--- src/rtl/qpc_pkg.sv ---
`timescale 1ns / 1ps
// ----------------------------------------------------------------------------
// Quadrature position counter package
// Shared types, field widths and codes for the quadrature position counter.
// ----------------------------------------------------------------------------
package qpc_pkg;

  localparam int TGT_W      = 11;
  localparam int REV_W      = 7;
  localparam int TIME_W     = 16;
  localparam int DELTA_W    = 11;
  localparam int SKIP_W     = 16;
  localparam int POS_OUT_W  = 10;
  localparam int CFG_IDX_W  = 2;
  localparam int CFG_DATA_W = 16;
  localparam int IN_DATA_W  = 24;
  localparam int OUT_DATA_W = 72;

  localparam logic [CFG_IDX_W-1:0] REG_TARGET   = 2'd0;
  localparam logic [CFG_IDX_W-1:0] REG_REVS     = 2'd1;
  localparam logic [CFG_IDX_W-1:0] REG_INTERVAL = 2'd2;

  localparam logic signed [TGT_W-1:0] TARGET_RESET   = -11'sd1;
  localparam logic [TIME_W-1:0]       INTERVAL_RESET = 16'd6250;

  localparam logic signed [1:0] DIR_NONE = 2'sb00;
  localparam logic signed [1:0] DIR_UP   = 2'sb01;
  localparam logic signed [1:0] DIR_DOWN = 2'sb11;

  typedef enum logic [1:0] {
    ACT_SAMPLE = 2'd0,
    ACT_TICK   = 2'd1,
    ACT_START  = 2'd2
  } action_t;

  typedef struct packed {
    action_t             action;
    logic                sensor_a;
    logic                sensor_b;
    logic [TIME_W-1:0]   timestamp;
  } item_t;

  typedef struct packed {
    logic [POS_OUT_W-1:0]      position;
    logic signed [1:0]         direction;
    logic                      stop_request;
    logic                      window_updated;
    logic signed [DELTA_W-1:0] window_count_delta;
    logic [TIME_W-1:0]         window_time_delta;
    logic [SKIP_W-1:0]         skip_total;
    logic [REV_W-1:0]          revolutions_left;
    logic                      history_aged;
  } result_t;

endpackage

--- src/rtl/qpc_in_stage.sv ---
`timescale 1ns / 1ps
// ----------------------------------------------------------------------------
// Quadrature position counter input stage
// Registers one incoming item and holds it until the core consumes it.
// ----------------------------------------------------------------------------
module qpc_in_stage
  import qpc_pkg::*;
(
  input  logic  clk,
  input  logic  rst,
  input  logic  s_valid,
  output logic  s_ready,
  input  item_t s_item,
  input  logic  advance,
  output logic  item_valid,
  output item_t item
);

  logic valid;

  assign s_ready    = !valid || advance;
  assign item_valid = valid;

  always_ff @(posedge clk) begin
    if (rst) begin
      valid <= 1'b0;
    end else if (s_valid && s_ready) begin
      valid <= 1'b1;
    end else if (advance) begin
      valid <= 1'b0;
    end
  end

  always_ff @(posedge clk) begin
    if (s_valid && s_ready) begin
      item <= s_item;
    end
  end

endmodule

--- src/rtl/qpc_core.sv ---
`timescale 1ns / 1ps
// ----------------------------------------------------------------------------
// Quadrature position counter core
// Holds the decoder state and computes one item's result in a single pass.
// ----------------------------------------------------------------------------
module qpc_core
  import qpc_pkg::*;
#(
  parameter int COUNTS_PER_REV = 1024,
  parameter int WINDOW_COUNTS  = 12
) (
  input  logic                  clk,
  input  logic                  rst,
  input  logic                  cfg_we,
  input  logic [CFG_IDX_W-1:0]  cfg_index,
  input  logic [CFG_DATA_W-1:0] cfg_data,
  input  logic                  item_valid,
  input  item_t                 item,
  input  logic                  out_free,
  output logic                  advance,
  output logic                  res_valid,
  output result_t               res
);

  localparam int PW = $clog2(COUNTS_PER_REV);
  localparam int CW = (PW > POS_OUT_W) ? PW : POS_OUT_W;
  localparam logic [PW-1:0] POS_MAX = PW'(COUNTS_PER_REV - 1);
  localparam logic signed [DELTA_W-1:0] WIN_HI = DELTA_W'(WINDOW_COUNTS);
  localparam logic signed [DELTA_W-1:0] WIN_LO = -DELTA_W'(WINDOW_COUNTS);

  // Configuration registers.
  logic signed [TGT_W-1:0] target;
  logic [REV_W-1:0]        rev_preset;
  logic [TIME_W-1:0]       stale_limit;

  // Decoder state. Count history is kept as the current position plus the
  // differences between neighboring entries, which wrapping never changes.
  logic [1:0]                prev_lines, prev_lines_next;
  logic signed [1:0]         prev_dir, prev_dir_next;
  logic [PW-1:0]             pos, pos_next;
  logic signed [DELTA_W-1:0] d21, d21_next;
  logic signed [DELTA_W-1:0] d10, d10_next;
  logic [TIME_W-1:0]         t0, t0_next, t1, t1_next, t2, t2_next;
  logic [REV_W-1:0]          turns, turns_next;
  logic [SKIP_W-1:0]         skip, skip_next;
  logic                      running, running_next;

  logic                      has_result;
  logic [1:0]                lines, changed;
  logic                      is_skip;
  logic signed [1:0]         dir, dir_a;
  logic [PW-1:0]             pos_a, pos_b;
  logic                      hit_a, hit_b;
  logic [REV_W-1:0]          turns_a, turns_b;
  logic                      stop_a, stop_b;
  logic signed [DELTA_W-1:0] d21_step;
  logic                      win_shift;
  logic [TIME_W-1:0]         dt2, t1_aged;
  logic                      stale;
  logic                      stop_req, updated, aged;
  logic signed [1:0]         dir_out;

  function automatic logic [PW-1:0] step_pos(input logic [PW-1:0] p,
                                             input logic signed [1:0] d);
    logic [PW-1:0] r;
    r = p;
    if (d == DIR_UP) begin
      r = (p == POS_MAX) ? '0 : p + PW'(1);
    end else if (d == DIR_DOWN) begin
      r = (p == '0) ? POS_MAX : p - PW'(1);
    end
    return r;
  endfunction

  function automatic logic target_hit(input logic [PW-1:0] p,
                                      input logic signed [TGT_W-1:0] t);
    return !t[TGT_W-1] && (CW'(p) == CW'(t[TGT_W-2:0]));
  endfunction

  function automatic logic signed [DELTA_W-1:0] ext_dir(input logic signed [1:0] d);
    return {{(DELTA_W-2){d[1]}}, d};
  endfunction

  assign advance = item_valid && out_free;

  always_comb begin
    lines   = {item.sensor_b, item.sensor_a};
    changed = lines ^ prev_lines;
    is_skip = (changed == 2'b11);
    case (changed)
      2'b01:   dir = (item.sensor_a ^ item.sensor_b) ? DIR_UP : DIR_DOWN;
      2'b10:   dir = (!item.sensor_a ^ item.sensor_b) ? DIR_UP : DIR_DOWN;
      default: dir = prev_dir;
    endcase
    dir_a = is_skip ? prev_dir : DIR_NONE;

    // A double transition applies the last direction once before the
    // regular step; both applications check the target.
    pos_a   = step_pos(pos, dir_a);
    hit_a   = is_skip && target_hit(pos_a, target);
    turns_a = turns;
    stop_a  = 1'b0;
    if (hit_a) begin
      if (turns != '0) begin
        turns_a = turns - REV_W'(1);
      end else begin
        stop_a = 1'b1;
      end
    end
    pos_b   = step_pos(pos_a, dir);
    hit_b   = target_hit(pos_b, target);
    turns_b = turns_a;
    stop_b  = stop_a;
    if (hit_b) begin
      if (turns_a != '0) begin
        turns_b = turns_a - REV_W'(1);
      end else begin
        stop_b = 1'b1;
      end
    end
    d21_step  = d21 + ext_dir(dir_a) + ext_dir(dir);
    win_shift = (d21_step >= WIN_HI) || (d21_step <= WIN_LO);

    dt2     = item.timestamp - t2;
    stale   = running && (dt2 > stale_limit);
    t1_aged = t2 - stale_limit;

    prev_lines_next = prev_lines;
    prev_dir_next   = prev_dir;
    pos_next        = pos;
    d21_next        = d21;
    d10_next        = d10;
    t0_next         = t0;
    t1_next         = t1;
    t2_next         = t2;
    turns_next      = turns;
    skip_next       = skip;
    running_next    = running;
    has_result      = 1'b0;
    stop_req        = 1'b0;
    updated         = 1'b0;
    aged            = 1'b0;
    dir_out         = DIR_NONE;

    case (item.action)
      ACT_SAMPLE: begin
        if (changed != 2'b00) begin
          has_result      = 1'b1;
          dir_out         = dir;
          prev_lines_next = lines;
          prev_dir_next   = dir;
          pos_next        = pos_b;
          turns_next      = turns_b;
          stop_req        = stop_b;
          t2_next         = item.timestamp;
          if (stop_b) begin
            running_next = 1'b0;
          end
          if (is_skip) begin
            skip_next = skip + SKIP_W'(1);
          end
          if (win_shift) begin
            d10_next = d21_step;
            d21_next = '0;
            t0_next  = t1;
            t1_next  = item.timestamp;
            updated  = 1'b1;
          end else begin
            d21_next = d21_step;
          end
        end
      end
      ACT_TICK: begin
        has_result = 1'b1;
        if (stale) begin
          t1_next  = t1_aged;
          t0_next  = t1_aged - stale_limit;
          d21_next = '0;
          d10_next = '0;
          aged     = 1'b1;
        end
      end
      ACT_START: begin
        has_result    = 1'b1;
        running_next  = 1'b1;
        prev_dir_next = DIR_NONE;
        t0_next       = TIME_W'(0) - {stale_limit[TIME_W-2:0], 1'b0};
        t1_next       = TIME_W'(0) - stale_limit;
        t2_next       = '0;
        skip_next     = '0;
        turns_next    = rev_preset;
      end
      default: begin
        has_result = 1'b0;
      end
    endcase

    res_valid              = advance && has_result;
    res.position           = POS_OUT_W'(pos_next);
    res.direction          = dir_out;
    res.stop_request       = stop_req;
    res.window_updated     = updated;
    res.window_count_delta = d10_next;
    res.window_time_delta  = t1_next - t0_next;
    res.skip_total         = skip_next;
    res.revolutions_left   = turns_next;
    res.history_aged       = aged;
  end

  always_ff @(posedge clk) begin
    if (rst) begin
      target      <= TARGET_RESET;
      rev_preset  <= '0;
      stale_limit <= INTERVAL_RESET;
    end else if (cfg_we) begin
      case (cfg_index)
        REG_TARGET:   target      <= cfg_data[TGT_W-1:0];
        REG_REVS:     rev_preset  <= cfg_data[REV_W-1:0];
        REG_INTERVAL: stale_limit <= cfg_data[TIME_W-1:0];
        default: begin
        end
      endcase
    end
  end

  always_ff @(posedge clk) begin
    if (rst) begin
      prev_lines <= '0;
      prev_dir   <= DIR_NONE;
      pos        <= '0;
      d21        <= '0;
      d10        <= '0;
      t0         <= '0;
      t1         <= '0;
      t2         <= '0;
      turns      <= '0;
      skip       <= '0;
      running    <= 1'b0;
    end else if (advance) begin
      prev_lines <= prev_lines_next;
      prev_dir   <= prev_dir_next;
      pos        <= pos_next;
      d21        <= d21_next;
      d10        <= d10_next;
      t0         <= t0_next;
      t1         <= t1_next;
      t2         <= t2_next;
      turns      <= turns_next;
      skip       <= skip_next;
      running    <= running_next;
    end
  end

endmodule

--- src/rtl/qpc_out_stage.sv ---
`timescale 1ns / 1ps
// ----------------------------------------------------------------------------
// Quadrature position counter output stage
// Result register that holds a finished item until the sink takes it.
// ----------------------------------------------------------------------------
module qpc_out_stage
  import qpc_pkg::*;
(
  input  logic    clk,
  input  logic    rst,
  input  logic    load,
  input  result_t load_data,
  output logic    out_free,
  output logic    m_valid,
  input  logic    m_ready,
  output result_t m_data
);

  logic valid;

  assign out_free = !valid || m_ready;
  assign m_valid  = valid;

  always_ff @(posedge clk) begin
    if (rst) begin
      valid <= 1'b0;
    end else if (load) begin
      valid <= 1'b1;
    end else if (m_ready) begin
      valid <= 1'b0;
    end
  end

  always_ff @(posedge clk) begin
    if (load) begin
      m_data <= load_data;
    end
  end

endmodule

--- src/rtl/quadrature_position_counter.sv ---
`timescale 1ns / 1ps
// ----------------------------------------------------------------------------
// Quadrature position counter
// Decodes quadrature line samples, timer ticks and start commands into a
// position within one revolution, with target stop and speed windows.
// ----------------------------------------------------------------------------
// Channel   Direction  Handshake           Content
// s_*       in         s_tvalid/s_tready   sensor samples, ticks, start
// m_*       out        m_tvalid/m_tready   position and status results
// cfg_*     in         cfg_we              target, revolutions, interval
//
// One item is accepted per cycle while the result register is free; its
// result is loaded into that register and then offered on m_tdata (input
// register, then result register). The single-pass state update in the
// core sets the one item per cycle figure. A sample with unchanged lines and
// action code 3 produce no result. When m_tready is low with a result
// waiting, one more item is held in the input register and then s_tready
// drops. Reset is synchronous and clears all but the data registers.
// ----------------------------------------------------------------------------
module quadrature_position_counter
  import qpc_pkg::*;
#(
  parameter int COUNTS_PER_REV = 1024,
  parameter int WINDOW_COUNTS  = 12
) (
  input  logic                  clk,
  input  logic                  rst,
  input  logic                  s_tvalid,
  output logic                  s_tready,
  // [0] sensor_a, [1] sensor_b, [17:2] timestamp, [23:18] zero
  input  logic [IN_DATA_W-1:0]  s_tdata,
  // [1:0] action
  input  logic [1:0]            s_tuser,
  output logic                  m_tvalid,
  input  logic                  m_tready,
  // [9:0] position, [11:10] direction, [12] stop_request, [13] window_updated,
  // [24:14] window_count_delta, [40:25] window_time_delta,
  // [56:41] skip_total, [63:57] revolutions_left, [64] history_aged, [71:65] zero
  output logic [OUT_DATA_W-1:0] m_tdata,
  input  logic                  cfg_we,
  input  logic [CFG_IDX_W-1:0]  cfg_index,
  input  logic [CFG_DATA_W-1:0] cfg_data
);

  item_t   s_item, item;
  logic    item_valid, advance, out_free, res_valid;
  result_t res, m_res;

  always_comb begin
    s_item.action    = action_t'(s_tuser);
    s_item.sensor_a  = s_tdata[0];
    s_item.sensor_b  = s_tdata[1];
    s_item.timestamp = s_tdata[TIME_W+1:2];
  end

  qpc_in_stage u_in (
    .clk        (clk),
    .rst        (rst),
    .s_valid    (s_tvalid),
    .s_ready    (s_tready),
    .s_item     (s_item),
    .advance    (advance),
    .item_valid (item_valid),
    .item       (item)
  );

  qpc_core #(
    .COUNTS_PER_REV (COUNTS_PER_REV),
    .WINDOW_COUNTS  (WINDOW_COUNTS)
  ) u_core (
    .clk        (clk),
    .rst        (rst),
    .cfg_we     (cfg_we),
    .cfg_index  (cfg_index),
    .cfg_data   (cfg_data),
    .item_valid (item_valid),
    .item       (item),
    .out_free   (out_free),
    .advance    (advance),
    .res_valid  (res_valid),
    .res        (res)
  );

  qpc_out_stage u_out (
    .clk       (clk),
    .rst       (rst),
    .load      (res_valid),
    .load_data (res),
    .out_free  (out_free),
    .m_valid   (m_tvalid),
    .m_ready   (m_tready),
    .m_data    (m_res)
  );

  assign m_tdata = {7'd0, m_res.history_aged, m_res.revolutions_left, m_res.skip_total,
                    m_res.window_time_delta, m_res.window_count_delta,
                    m_res.window_updated, m_res.stop_request, m_res.direction,
                    m_res.position};

endmodule
--- config.mk ---
export PLATFORM = sky130hd
export DESIGN_NAME = quadrature_position_counter
export DESIGN_NICKNAME = d
export VERILOG_FILES = /design/src/rtl/qpc_pkg.sv /design/src/rtl/qpc_in_stage.sv /design/src/rtl/qpc_core.sv /design/src/rtl/qpc_out_stage.sv /design/src/rtl/quadrature_position_counter.sv
export SDC_FILE = /design/constraint.sdc
export NUM_CORES = 1
export LEC_CHECK = 0
export BUFFER_PORTS_ARGS = -buffer_cell sky130_fd_sc_hd__buf_2
export CORE_ASPECT_RATIO = 0.5
export CORE_MARGIN = 10
export CORE_UTILIZATION = 66
export CTS_CLUSTER_DIAMETER = 150
export DETAILED_ROUTE_END_ITERATION = 7
export GPL_ROUTABILITY_DRIVEN = 1
export PLACE_DENSITY = 0.95
export SLEW_MARGIN = 10
export SYNTH_ARGS = -nofsm -noshare
export SYNTH_HDL_FRONTEND = slang
export SYNTH_SLANG_ARGS = --single-unit
export TNS_END_PERCENT = 100
--- constraint.sdc ---
create_clock -name clk -period 21.1 [get_ports clk]
set_input_delay 2.11 -clock clk [delete_from_list [all_inputs] [get_ports clk]]
set_output_delay 2.11 -clock clk [all_outputs]
set_load 0.01 [all_outputs]
==> impl_metrics.yaml <==
synth:
  ys_warn_count: 0
  synth-edff-count: 85
  synth_common_cells: "nor2_1, nand2_1, a21oi_1"
  yosysUniqueCellTypes: 100
  synth_seq_cells: 229
  netlist_instances: 1884
  ys_seq_area_frac: 0.341
  yosys.area.top_type: "dfxtp_1"
  ys.flop_type: "dfxtp_1"
  yosysMostFrequentCell: "nor2_1"
  synth_top_area_frac: 0.181
  synthArstFlopShare: 0
  ys_top_cells_by_area: "dfxtp_1, edfxtp_1, ha_1"
  syn_avg_cell_area_um2: 8.45
  synth.cell_area_um2: 15900
sta:
  hold_viol_final: 0
  finalSetupTns_ns: 0
  clock-skew-final_ns: 0.0103
  period_share: 0.495
  slew_headroom: 0.210
  fmax_mhz: 95.7
  min_period_ns: 10.45
  grt_setup_unrepaired: "false"
  setup_viol_count_final: 0
  final_max_slew_viol_count: 0
  tightest_slew_ns: 1.18
cts:
  clock_latency_ns: 0.54
  cts_buffer_depth: 3
  path_clk_slew_ns: 0.07
  cts_made_buffers: 22
  h-tree-depth: 1
  post_cts_buffers: 0
  cts-hold-fix-buffers: 0
  numClockSinks: 229
  root_buffer: "clkbuf_16"
  ctsResizeCount: 0
  cts_tree: "built"
min_path:
  hp-class: "flop to flop"
setup_path:
  crit-reg2reg-launch: "u_in.item[17]"
  crit_arrival_ns: 10.74
  r2r_end: "u_out.m_data[38]"
  crit_path_end_kind: "flop"
  cp_num_cells: 39
  crit_required_ns: 21.39
  crit_family: "compound AO/OA/AOI/OAI gates"
  cp_common_cell: "a21oi_1"
  crit_path_top_delay_cell: "nor2_1"
  crit_buf_inv: 4
  max_stage_delay_ns: 0.90
  reg2reg_slack_ns: 10.65
  critical_path_peak_fanout: 49
  worstSetupEndpoint: "u_out.m_data[38]"
  worstSetupPathType: "flop to flop"
  ff2ff_path_depth: 39
  startpoint: "u_in.item[17]"
  crit_path_start_kind: "flop"
finish:
  fin_cells: 2269
  syn_to_final_growth_pct: 8.72
  regArea_um2: 5440
  finalNetCount: 2104
  multi_input_area_um2: 9670
  fillCellCount: 1643
  drive_above_1_share: 0.115
power:
  p_leak_nw: 6.78
  power_density_nw_per_um2: 70.8
  vdd.ir_drop.worst_mv: 0.0427
die:
  core-area_um2: 23900
  fp.dieW_um: 240
  die_y_um: 130
  ios: 123
  initial_utilization: 0.667
  dieArea_um2: 31100
  num_rows: 40
drt:
  ant_nets: 0
  firstDrtPassIters: 7
  drtIter0Drc: 1891
  routed_wl_um: 44800
  num_vias: 14800
  viasPerCell: 6.53
  routedWlPerCell_um: 19.7
  drc_errors: 0
placed_design:
  dp.cells: 2226
  port-buffer-count: 109
  gp_congestion: 0.944
  hpwl_um: 31100
global_routing:
  grt_pass1_vias: 14500
  grt_pass1_wl_um: 71500
  grtUsageTotal: 0.279
  gr-total-overflow: 0
  grt_max_degree: 87
  antenna_found_initial: 3
job:
  cap_violations: 0
status:
  status: "completed"
## layout by cell type, fill, tap and decap left out, types with 42 or more instances in the layout
cell type	synthesis	final
buf_2	10	108
o21ai_0	104	103
edfxtp_1	85	85
dfxtp_1	144	144
nor2_1	214	214
inv_1	99	98
nor3_1	57	57
xnor2_1	67	67
nand3_1	42	42
a21oi_1	185	185
nand2_1	189	188
ha_1	106	106
## sequential cells by signal, indices dropped and copies added, names as in the netlist
signal / cells
u_out.m_data: 65
u_in.item: 20
u_core.skip: 16
u_core.stale_limit: 16
u_core.t0: 16
u_core.t1: 16
u_core.t2: 16
u_core.d10: 11
u_core.d21: 11
u_core.target: 11
u_core.pos: 10
u_core.rev_preset: 7
u_core.turns: 7
u_core.prev_dir: 2
u_core.prev_lines: 2
u_core.running: 1
u_in.item_valid: 1
u_out.m_valid: 1
## kinds of logic after synthesis
kind of cell,share of synthesized area
AO/OA/AOI/OAI,0.202
XOR/XNOR,0.0622
adder cells (fa/ha/maj),0.101
buffers and inverters,0.0536
flip-flops,0.341
multiplexers,0.0330
other,0.000236
AND/OR/NAND/NOR,0.206
## metrics by stage
step	hold slack (ns)	setup WS (ns)	total power [mW]	area (um2)	util
3_3_place_gp	0.442	11.28	0.784	16500	0.693
4_1_cts	0.462	10.78	1.22	17300	0.725
6_report	0.465	10.65	1.23	17300	0.725
5_1_grt	0.473	9.84	1.27	17300	0.725
3_5_place_dp	0.451	10.87	0.797	16500	0.693
2_1_floorplan	0.437	12.30	0.727	15900	-
## tightest hold or removal path, cell delays in order, from the launching register on
cell     delay (ns)
dfxtp_1        0.32
nand2_1        0.05
a21oi_1        0.05
## power breakdown
group | internal, mW | total [mW] | switching [mW] | leakage, nW
logic | 0.115 | 0.297 | 0.182 | 4.44
registers | 0.485 | 0.503 | 0.0177 | 1.95
clock network | 0.241 | 0.426 | 0.185 | 0.381
## metal layers
metal  part of all wire  track usage
met3              0.087       0.0503
met4              0.061        0.170
met2               0.47        0.483
met5                  0            0
met1               0.38        0.322
## worst min-delay path by stage
stage,cells after the start,endpoint,startpoint
final,2,u_core.d10[4],u_core.d10[4]
after global routing,2,u_core.d10[1],u_core.d10[1]
after CTS,2,u_core.d10[0],u_core.d10[0]
after detailed placement,2,u_core.d10[5],u_core.d10[5]
after global placement,2,u_core.d10[8],u_core.d10[8]
after floorplan,2,u_core.d10[0],u_core.d10[0]
## final cells by class
cell class,count,area share
clock inverter,12,0.00679
timing repair buffer,125,0.0386
clock buffer,28,0.0372
tap,315,0.0228
sequential,229,0.314
multi-input combinational,1456,0.558
antenna,3,0.000434
inverter,101,0.0219
No activity file was read; power rests on OpenSTA's default activity.
